--- config.mk ---
export PLATFORM = sky130hd
export DESIGN_NAME = nearest_pitch_range_finder_top
export DESIGN_NICKNAME = d
export VERILOG_FILES = /design/src/rtl/nprf_pkg.sv /design/src/rtl/nprf_table.sv /design/src/rtl/nprf_xmul.sv /design/src/rtl/nearest_pitch_range_finder_top.sv
export SDC_FILE = /design/constraint.sdc
export NUM_CORES = 2
export LEC_CHECK = 0
export ABC_AREA = 1
export CORE_MARGIN = 2
export CORE_UTILIZATION = 66
export CTS_CLUSTER_SIZE = 12
export DETAILED_ROUTE_END_ITERATION = 8
export DONT_BUFFER_PORTS = 1
export PLACE_DENSITY = 0.82
export SLEW_MARGIN = 20
export SYNTH_ARGS = -nofsm -noshare
export SYNTH_HDL_FRONTEND = slang
export SYNTH_SLANG_ARGS = --single-unit
--- constraint.sdc ---
create_clock -name clock -period 14.44 [get_ports clock]
set_input_delay 2.888 -clock clock [delete_from_list [all_inputs] [get_ports clock]]
set_output_delay 2.888 -clock clock [all_outputs]
set_load 0.005 [all_outputs]
--- src/rtl/nprf_pkg.sv ---
package nprf_pkg;

   localparam int VAL_W              = 16;  // Q4.12 pitch and bounds
   localparam int FIELD_IDX_W        = 4;   // index fields on the ports
   localparam int COUNT_REG_W        = 5;   // range_count register
   localparam int PROD_W             = 2 * VAL_W;
   localparam int MAX_RANGES_DEFAULT = 16;

   // req_mode codes
   localparam logic MODE_LOAD  = 1'b0;
   localparam logic MODE_QUERY = 1'b1;

   typedef struct packed {
      logic             has_variants;
      logic [VAL_W-1:0] lower;
      logic [VAL_W-1:0] upper;
   } entry_type;

endpackage

--- src/rtl/nprf_table.sv ---
module nprf_table #(
   parameter int DEPTH  = 16,
   parameter int ADDR_W = 4
) (
   input  logic                clock,
   input  logic                wr_en,
   input  logic [ADDR_W-1:0]   wr_addr,
   input  nprf_pkg::entry_type wr_data,
   input  logic [ADDR_W-1:0]   rd_addr,
   output nprf_pkg::entry_type rd_data
);
   import nprf_pkg::*;

   entry_type mem [DEPTH];
   entry_type rd_ff;

   always_ff @(posedge clock) begin
      if (wr_en) begin
         mem[wr_addr] <= wr_data;
      end
   end

   // registered read, one address per cycle
   always_ff @(posedge clock) begin
      rd_ff <= mem[rd_addr];
   end

   assign rd_data = rd_ff;

endmodule

--- src/rtl/nprf_xmul.sv ---
module nprf_xmul (
   input  logic                       clock,
   input  logic                       load,
   input  logic [nprf_pkg::VAL_W-1:0] a_num,
   input  logic [nprf_pkg::VAL_W-1:0] a_den,
   input  logic [nprf_pkg::VAL_W-1:0] b_num,
   input  logic [nprf_pkg::VAL_W-1:0] b_den,
   output logic                       a_lt_b
);
   import nprf_pkg::*;

   // a_num/a_den < b_num/b_den  <=>  a_num*b_den < b_num*a_den
   logic [PROD_W-1:0] prod_a_ff;
   logic [PROD_W-1:0] prod_b_ff;

   always_ff @(posedge clock) begin
      if (load) begin
         prod_a_ff <= PROD_W'(a_num) * PROD_W'(b_den);
         prod_b_ff <= PROD_W'(b_num) * PROD_W'(a_den);
      end
   end

   assign a_lt_b = prod_a_ff < prod_b_ff;

endmodule

--- src/rtl/nearest_pitch_range_finder_top.sv ---
// Nearest pitch range finder. A table of up to MAX_RANGES entries holds a
// lower and an upper bound (unsigned Q4.12) and a has_variants flag; an entry
// without the flag is empty. An item is taken when start is high and busy is
// low. A load item (req_mode 0) writes entry req_entry_index,
// keeps busy low and gives no result; an index at or above MAX_RANGES is
// dropped. A query item (req_mode 1) raises busy and gives exactly one result:
// rsp_strobe is high for a single cycle with rsp_found and rsp_range_index,
// and there is no way to hold it off, so the receiver must take it then.
// The hinted entry wins if it is in range and contains the pitch; otherwise
// the first non-empty entry containing the pitch; otherwise the non-empty
// entry nearest in ratio (pitch/upper above the range, lower/pitch below),
// earliest on a tie. rsp_range_index is zero when nothing is found.
// A query first checks the hinted entry (S_HINT) and answers from there on a
// hit, or when range_count is zero. Otherwise it reads the entries in order
// through the single table read port (up to range_count, stopping at the
// first hit); a non-empty entry that misses the pitch and has a nonzero
// denominator is scored by the shared cross multiplier (S_EVAL) and then
// compared to the best (S_CMP). A new item may be started in the cycle the
// strobe is shown. csr_wr_data sets range_count (values above MAX_RANGES act
// as MAX_RANGES); write it only while no query is in flight. Table entries
// must be written before a query reads them.
module nearest_pitch_range_finder_top #(
   parameter int MAX_RANGES = nprf_pkg::MAX_RANGES_DEFAULT
) (
   input  logic                             clock,
   input  logic                             reset,
   // command channel
   input  logic                             start,
   output logic                             busy,
   input  logic                             req_mode,
   input  logic [nprf_pkg::FIELD_IDX_W-1:0] req_entry_index,
   input  logic [nprf_pkg::VAL_W-1:0]       req_lower_bound,
   input  logic [nprf_pkg::VAL_W-1:0]       req_upper_bound,
   input  logic                             req_has_variants,
   input  logic [nprf_pkg::VAL_W-1:0]       req_pitch,
   input  logic                             req_hint_valid,
   input  logic [nprf_pkg::FIELD_IDX_W-1:0] req_hint_index,
   // result channel
   output logic                             rsp_strobe,
   output logic                             rsp_found,
   output logic [nprf_pkg::FIELD_IDX_W-1:0] rsp_range_index,
   // range_count register
   input  logic                             csr_wr_en,
   input  logic [nprf_pkg::COUNT_REG_W-1:0] csr_wr_data
);
   import nprf_pkg::*;

   localparam int IDX_W = (MAX_RANGES > 1) ? $clog2(MAX_RANGES) : 1;
   localparam int CNT_W = $clog2(MAX_RANGES + 1);
   localparam int CMP_W = (CNT_W > COUNT_REG_W) ? CNT_W : COUNT_REG_W;
   localparam logic [CMP_W-1:0] MAX_EXT = CMP_W'(MAX_RANGES);

   typedef enum logic [1:0] {
      S_IDLE,
      S_HINT,   // hinted entry on the read port
      S_EVAL,   // entry cur_ff on the read port, products launched
      S_CMP     // products ready, update the best candidate
   } state_type;

   state_type             state_ff, state_in;
   logic [COUNT_REG_W-1:0] range_count_ff;
   logic [VAL_W-1:0]       pitch_ff, pitch_in;
   logic                   hint_ok_ff, hint_ok_in;
   logic [FIELD_IDX_W-1:0] hint_ff, hint_in;
   logic [IDX_W-1:0]       addr_ff, addr_in;
   logic [CNT_W-1:0]       cur_ff, cur_in;
   logic                   have_ff, have_in;
   logic [CNT_W-1:0]       best_idx_ff, best_idx_in;
   logic [VAL_W-1:0]       best_num_ff, best_num_in;
   logic [VAL_W-1:0]       best_den_ff, best_den_in;
   logic [VAL_W-1:0]       cand_num_ff, cand_num_in;
   logic [VAL_W-1:0]       cand_den_ff, cand_den_in;
   logic                   rsp_strobe_ff, rsp_strobe_in;
   logic                   rsp_found_ff, rsp_found_in;
   logic [FIELD_IDX_W-1:0] rsp_index_ff, rsp_index_in;

   logic [CMP_W-1:0]       rc_ext;
   logic [CNT_W-1:0]       cnt_eff;
   logic                   accept;
   logic                   tbl_wr_en;
   entry_type              tbl_wr_data;
   logic [IDX_W-1:0]       tbl_rd_addr;
   entry_type              rd;
   logic                   contains;
   logic                   above;
   logic [VAL_W-1:0]       num;
   logic [VAL_W-1:0]       den;
   logic                   candidate;
   logic                   xmul_load;
   logic                   cand_lt_best;
   logic [CNT_W-1:0]       cur_next;
   logic                   last;
   logic                   take;

   // effective count, clamped to the table size
   assign rc_ext  = CMP_W'(range_count_ff);
   assign cnt_eff = CNT_W'((rc_ext > MAX_EXT) ? MAX_EXT : rc_ext);

   assign accept = start && (state_ff == S_IDLE);
   assign busy   = (state_ff != S_IDLE);

   assign tbl_wr_en = accept && (req_mode == MODE_LOAD)
                      && (CMP_W'(req_entry_index) < MAX_EXT);
   assign tbl_wr_data.has_variants = req_has_variants;
   assign tbl_wr_data.lower        = req_lower_bound;
   assign tbl_wr_data.upper        = req_upper_bound;

   // hint is read at the accept edge; the scan address runs one ahead
   assign tbl_rd_addr = (state_ff == S_IDLE) ? IDX_W'(req_hint_index) : addr_ff;

   nprf_table #(
      .DEPTH  (MAX_RANGES),
      .ADDR_W (IDX_W)
   ) u_table (
      .clock   (clock),
      .wr_en   (tbl_wr_en),
      .wr_addr (IDX_W'(req_entry_index)),
      .wr_data (tbl_wr_data),
      .rd_addr (tbl_rd_addr),
      .rd_data (rd)
   );

   // entry on the read port against the latched pitch
   assign contains  = rd.has_variants && (rd.lower <= pitch_ff) && (pitch_ff <= rd.upper);
   assign above     = rd.upper < pitch_ff;
   assign num       = above ? pitch_ff : rd.lower;
   assign den       = above ? rd.upper : pitch_ff;
   assign candidate = rd.has_variants && (den != '0);   // zero den: infinite ratio
   assign xmul_load = (state_ff == S_EVAL) && candidate;

   nprf_xmul u_xmul (
      .clock  (clock),
      .load   (xmul_load),
      .a_num  (num),
      .a_den  (den),
      .b_num  (best_num_ff),
      .b_den  (best_den_ff),
      .a_lt_b (cand_lt_best)
   );

   assign cur_next = cur_ff + CNT_W'(1);
   assign last     = (cur_next == cnt_eff);
   assign take     = !have_ff || cand_lt_best;   // strict: earliest wins a tie

   always_comb begin
      state_in      = state_ff;
      pitch_in      = pitch_ff;
      hint_ok_in    = hint_ok_ff;
      hint_in       = hint_ff;
      addr_in       = addr_ff;
      cur_in        = cur_ff;
      have_in       = have_ff;
      best_idx_in   = best_idx_ff;
      best_num_in   = best_num_ff;
      best_den_in   = best_den_ff;
      cand_num_in   = cand_num_ff;
      cand_den_in   = cand_den_ff;
      rsp_strobe_in = 1'b0;
      rsp_found_in  = rsp_found_ff;
      rsp_index_in  = rsp_index_ff;

      unique case (state_ff)
         S_IDLE: begin
            if (accept && (req_mode == MODE_QUERY)) begin
               state_in    = S_HINT;
               pitch_in    = req_pitch;
               hint_in     = req_hint_index;
               hint_ok_in  = req_hint_valid
                             && (CMP_W'(req_hint_index) < CMP_W'(cnt_eff));
               addr_in     = '0;
               have_in     = 1'b0;
               best_idx_in = '0;
               best_num_in = '0;
               best_den_in = VAL_W'(1);
            end
         end
         S_HINT: begin
            if (hint_ok_ff && contains) begin
               state_in      = S_IDLE;
               rsp_strobe_in = 1'b1;
               rsp_found_in  = 1'b1;
               rsp_index_in  = hint_ff;
            end else if (cnt_eff == '0) begin
               state_in      = S_IDLE;
               rsp_strobe_in = 1'b1;
               rsp_found_in  = 1'b0;
               rsp_index_in  = '0;
            end else begin
               state_in = S_EVAL;
               cur_in   = '0;
               addr_in  = IDX_W'(1);
            end
         end
         S_EVAL: begin
            if (contains) begin
               state_in      = S_IDLE;
               rsp_strobe_in = 1'b1;
               rsp_found_in  = 1'b1;
               rsp_index_in  = FIELD_IDX_W'(cur_ff);
            end else if (candidate) begin
               // hold addr_ff: the next entry is read again during compare
               state_in    = S_CMP;
               cand_num_in = num;
               cand_den_in = den;
            end else if (last) begin
               state_in      = S_IDLE;
               rsp_strobe_in = 1'b1;
               rsp_found_in  = have_ff;
               rsp_index_in  = have_ff ? FIELD_IDX_W'(best_idx_ff) : '0;
            end else begin
               cur_in  = cur_next;
               addr_in = addr_ff + IDX_W'(1);
            end
         end
         S_CMP: begin
            if (take) begin
               have_in     = 1'b1;
               best_idx_in = cur_ff;
               best_num_in = cand_num_ff;
               best_den_in = cand_den_ff;
            end
            if (last) begin
               state_in      = S_IDLE;
               rsp_strobe_in = 1'b1;
               rsp_found_in  = 1'b1;
               rsp_index_in  = take ? FIELD_IDX_W'(cur_ff) : FIELD_IDX_W'(best_idx_ff);
            end else begin
               state_in = S_EVAL;
               cur_in   = cur_next;
               addr_in  = addr_ff + IDX_W'(1);
            end
         end
         default: begin
            state_in = S_IDLE;
         end
      endcase
   end

   always_ff @(posedge clock) begin
      if (reset) begin
         state_ff       <= S_IDLE;
         range_count_ff <= '0;
         rsp_strobe_ff  <= 1'b0;
         rsp_found_ff   <= 1'b0;
         rsp_index_ff   <= '0;
         have_ff        <= 1'b0;
      end else begin
         state_ff      <= state_in;
         rsp_strobe_ff <= rsp_strobe_in;
         rsp_found_ff  <= rsp_found_in;
         rsp_index_ff  <= rsp_index_in;
         have_ff       <= have_in;
         if (csr_wr_en) begin
            range_count_ff <= csr_wr_data;
         end
      end
      pitch_ff    <= pitch_in;
      hint_ok_ff  <= hint_ok_in;
      hint_ff     <= hint_in;
      addr_ff     <= addr_in;
      cur_ff      <= cur_in;
      best_idx_ff <= best_idx_in;
      best_num_ff <= best_num_in;
      best_den_ff <= best_den_in;
      cand_num_ff <= cand_num_in;
      cand_den_ff <= cand_den_in;
   end

   assign rsp_strobe      = rsp_strobe_ff;
   assign rsp_found       = rsp_found_ff;
   assign rsp_range_index = rsp_index_ff;

endmodule

# Word level (Yosys, flattened, before mapping)
# Memory sizes are Yosys's and may differ from the RTL's. A register that Yosys moved wholly into a read port is not among the register bits.
# Cells that the tools add are included.
# word_totals
memories	1
ramBits	528
register_bits	176
wordCells	131
input_bits	68
# op_classes
order_cmp	6
n_eq_ne	15
muxes	61
reduce_logical	24
addsub	2
bitwise_logic	2
n_mul	2
# mem_list
name	depth	width	rd	rd_clocked_by_memory_dff	write_ports	line_no	text
u_table.mem	16	33	1	1	1	nprf_table.sv:14	entry_type mem [DEPTH];
# op_table
cell	count
$mux 16	6
$mux 4	17
$mul 16x16->32	2
$pmux 16 s2	2
$le 16x16->1	2
$lt 32x32->1	1
$mux 5	6
$lt 16x16->1	1
$pmux 4 s4	1
$reduce_bool 16->1	1
$mux 1	15
$pmux 5 s3	1
$reduce_and 5->1	3
$mux 2	7
$ne 2x2->1 const B	6
$pmux 4 s3	1
$logic_and 1x1->1	9
$ne 3x3->1 const B	3
$pmux 2 s4	1
$pmux 4 s2	1
$pmux 1 s3	2
$reduce_and 3->1	2
$add 5x1->5 const B	1
$eq 5x5->1	1
16 further kinds	20

# Depth between registers and ports, before layout
# logic_depth
word_depth	7
depth_mapped	42
ltp_nobuf	39

# Cells and area by module
# Synthesis repeated with hierarchy kept, for this count alone.
# hier_totals
hier_cells	5651
area_unflattened_um2	50389.6
# by_module_without_submodules
mod	seq_area_each_um2	area_each_um2	instances	cells_per_inst
nprf_table	16515.8	23241.0	1	2185
nprf_xmul	1921.8	21344.2	1	2845
nearest_pitch_range_finder_top	3223.1	5804.3	1	621

# Worst setup path after synthesis
# No wires, ideal clock.
# synth_path
path_kind	reg-to-reg
from	reg pitch_ff[15]
to	reg u_xmul.prod_a_ff[28], data pin
slack_ns	7.413
stages_incl_launch_ff	36
required_time_ns	14.178
synth_period_minus_slack_ns	7.027
arrival_ns	6.765
setup_time_ns	0.262
cell_sequence	edfxtp_1 inv_1 ha_1 nand2_1 inv_2 nand3_2 nor2_2 nand2_2 nand2_4 buf_12 inv_4 buf_6 or2_2 o21ai_2 inv_2 buf_2 nand2_1 fa_1 fa_1 fa_1 fa_1 inv_1 fa_1 inv_1 fa_1 inv_1 ha_1 a21oi_1 o21ai_0 nand2_1 nand2_1 a21oi_1 o21bai_1 a21o_1 a21oi_1 xor2_1
# synth_between
elab_chain_len	3
# synth_lines
element	line_no	text
start, declared	nearest_pitch_range_finder_top.sv:62	logic [VAL_W-1:0] pitch_ff, pitch_in;
start signal, assigned	nearest_pitch_range_finder_top.sv:257	pitch_ff <= pitch_in;
$lt 16x16->1	nearest_pitch_range_finder_top.sv:125	assign above = rd.upper < pitch_ff;
$mux 16	nearest_pitch_range_finder_top.sv:126	assign num = above ? pitch_ff : rd.lower;
via num[9]	nearest_pitch_range_finder_top.sv:86	logic [VAL_W-1:0] num;
$mul 16x16->32	nprf_xmul.sv:18	prod_a_ff <= PROD_W'(a_num) * PROD_W'(b_den);
end signal, assigned	nprf_xmul.sv:18	
end, declared	nprf_xmul.sv:13	logic [PROD_W-1:0] prod_a_ff;
# The timed path passes the listed nets, and every way through them passes these cells.
# A chain may end at the register's enable or synchronous reset.

# Worst setup path after layout
# layout_path
from	reg pitch_ff[15]
to	reg u_xmul.prod_a_ff[28], data pin
# layout_between
elab_chain_len	3
# layout_lines
element	line_no
$lt 16x16->1	nearest_pitch_range_finder_top.sv:125
$mux 16 (*)	nearest_pitch_range_finder_top.sv:126
$mul 16x16->32 (*)	nprf_xmul.sv:18
# Every way passes the cells marked *; elsewhere a longest branch is shown, timed or not.

==> impl_metrics.ini <==
[synth]
synthesis.nets = 5032
async_reset_ff_frac = 0
netlist_instances = 4300
synth_top_area_frac = 0.450
synthTopCellsByArea = edfxtp_1 (45%), fa_1 (17%), ha_1 (7.5%)
seq_area_frac_synth = 0.470
syn_avg_cell_area_um2 = 10.7
yosysTopAreaCell = edfxtp_1
synth_ff_type = edfxtp_1
yosys_register_bits = 737
synth_warnings = 0
synth_edf_count = 690
yosysUniqueCellTypes = 51
syn_area_um2 = 46100

[global_routing]
grt_first_pass_wirelength_um = 182000
grt_pass1_vias = 32467
grtUsageTotal = 0.338
gr-total-overflow = 0
grt_max_degree = 104
antenna_found_initial = 14

[cts]
holdBufCountCts = 0
cts-htree-levels = 3
numCtsBuffers = 76
root_buffer = clkbuf_16
cts_resized = 0
clk_latency_ns = 0.64
cts_setup_buffers = 0
clock_sinks = 737
tritoncts = done
clk_pin_slew_ns = 0.06
cts_buffer_depth = 3

[setup_path]
crit_path_end_kind = flop
path_class = flop to flop
timing.rr.start = pitch_ff[15]
crit_required_ns = 14.79
crit_fanout = 38
path_common_cell = fa_1
worstPathArrival_ns = 8.57
slowest_delay_ns = 0.54
cp-startpoint = pitch_ff[15]
ff2ff_setup_slack_ns = 6.23
start_kind = flop
r2r-end = u_xmul.prod_a_ff[28]
cp_slowest_cell = fa_1
r2r_cells = 32

[die]
num_rows = 96
fp.dieW_um = 268
die_area_um2 = 71900
floorplan.initialDensity = 0.669
pin_count = 75
die_h_um = 268
design.core.area_um2 = 68800

[layout]
final-seq-area_um2 = 21700
fillerInstances = 4693
drive_gt1_frac = 0.0532
area_growth_pct = 7.00
layout.cells.non_filler = 5227
nets = 4964
multi_input_area_um2 = 21200

[outcome]
status = finished clean

[route]
wl_per_cell_um = 22.8
drtPass1Iterations = 7
vias = 32042
drc = 0
viasPerCell = 6.13
drt.antenna.violating_nets = 0
dr.first_iter.drc_count = 3671
drt_wl_total_um = 119000

[sta]
hold_slack_ns = 0.492
final_max_slew_viol_count = 0
max_freq_mhz = 122
fin_crit_ns = 8.21
period_share = 0.569
skew_ns = 0.0452
worstMarginPinSlew_ns = 1.08
hold_violations = 0
setup_viol = 0
finalSetupTns_ns = 0
relSlewSlack = 0.280
rsz0062_at_grt = false

[place]
placed_cells = 5085
post-dp-hpwl_um = 78900
port_buffers = 0
gp_congestion = 1.03

[hold_path]
holdPathEnd = range_count_ff[0]
min_from = range_count_ff[0]
hold_depth = 2
holdCritPathClass = flop to flop

[flow_run]
maxCapViolCount = 0
==> through the flow <==
| stage | utilization | cell area [µm²] | setup WS (ns) |
|---|---|---|---|
| 5_1_grt | 0.716 | 49300 | 5.79 |
| 3_3_place_gp | 0.681 | 46900 | 6.43 |
| 2_1_floorplan | - | 46100 | 7.41 |
| 4_1_cts | 0.716 | 49300 | 6.28 |
| 3_5_place_dp | 0.681 | 46900 | 6.31 |
| 6_report | 0.716 | 49300 | 6.23 |
==> sequential cells by signal (all words and copies together), names as in the netlist, 2 cells and up <==
name              count
addr_ff               4
best_den_ff          16
best_idx_ff           4
best_num_ff          16
cand_den_ff          16
cand_num_ff          16
cur_ff                5
hint_ff               4
pitch_ff             16
range_count_ff        5
rsp_range_index       4
state_ff              2
u_table.mem         528
u_table.rd_data      33
u_xmul.prod_a_ff     32
u_xmul.prod_b_ff     32
==> worst max-delay path: cells and delay by family, from the launching register on <==
family | cells | cell delay (ns)
AOI/OAI and AO/OA | 6 | 1.13
adders and majority gates | 8 | 3.67
buffers and inverters | 8 | 0.83
xor gates and xnor gates | 1 | 0.15
and+or+nand+nor | 9 | 1.70
DFF | 1 | 0.40
==> cells in the final DEF, fill, tap and decap left out, types with 50 or more instances in the layout <==
master	netlist	layout
clkbuf_16	0	76
nand2_1	520	519
ha_1	276	276
inv_1	666	664
o21ai_0	309	308
nand3_1	87	87
xor2_1	50	50
o221ai_1	93	93
a21oi_1	106	106
edfxtp_1	690	690
fa_1	388	388
nor2_1	635	619
==> layout make-up <==
class                           instances  share of cell area
Sequential cell                       737               0.439
Tap cell                              931              0.0236
Multi-Input combinational cell       2693               0.430
Clock inverter                         21             0.00657
Inverter                              691              0.0528
Antenna cell                            9            0.000457
Timing Repair Buffer                   33             0.00503
Clock buffer                          112              0.0417
==> per-layer routing <==
metal / wire length [µm] / vias to the layer above / share of wire / GRT usage
li1: - / 14062 / - / -
met1: 41700 / 15511 / 0.35 / 0.420
met2: 57200 / 2011 / 0.48 / 0.559
met3: 12800 / 450 / 0.11 / 0.0666
met4: 7260 / 8 / 0.061 / 0.191
met5: 43 / - / 0.00036 / 0
==> kinds of logic after synthesis <==
kind of cell,Yosys count,synth area share
buf+inv,870,0.0729
flops,737,0.470
simple gates,1310,0.115
fa+ha+maj,664,0.244
compound gates,651,0.0856
xor+xnor,68,0.0131
==> synth_stat cells (50+ instances only) <==
cell,n
edfxtp_1,690
inv_1,666
nor2_1,635
nand2_1,520
fa_1,388
o21ai_0,309
ha_1,276
clkbuf_1,126
a21oi_1,106
o221ai_1,93
nand3_1,87
xor2_1,50
==> how the worst max path moves through the flow <==
stage	to	slack, ns
after floorplan	u_xmul.prod_a_ff[28]	7.41
after global placement	u_xmul.prod_a_ff[28]	6.43
after detailed placement	u_xmul.prod_a_ff[28]	6.31
after CTS	u_xmul.prod_a_ff[28]	6.28
final	u_xmul.prod_a_ff[28]	6.23
after global routing	u_xmul.prod_a_ff[27]	5.79
Power is not shown: default switching activity piles up to over one toggle a cycle in this logic, so the estimate is an artifact.
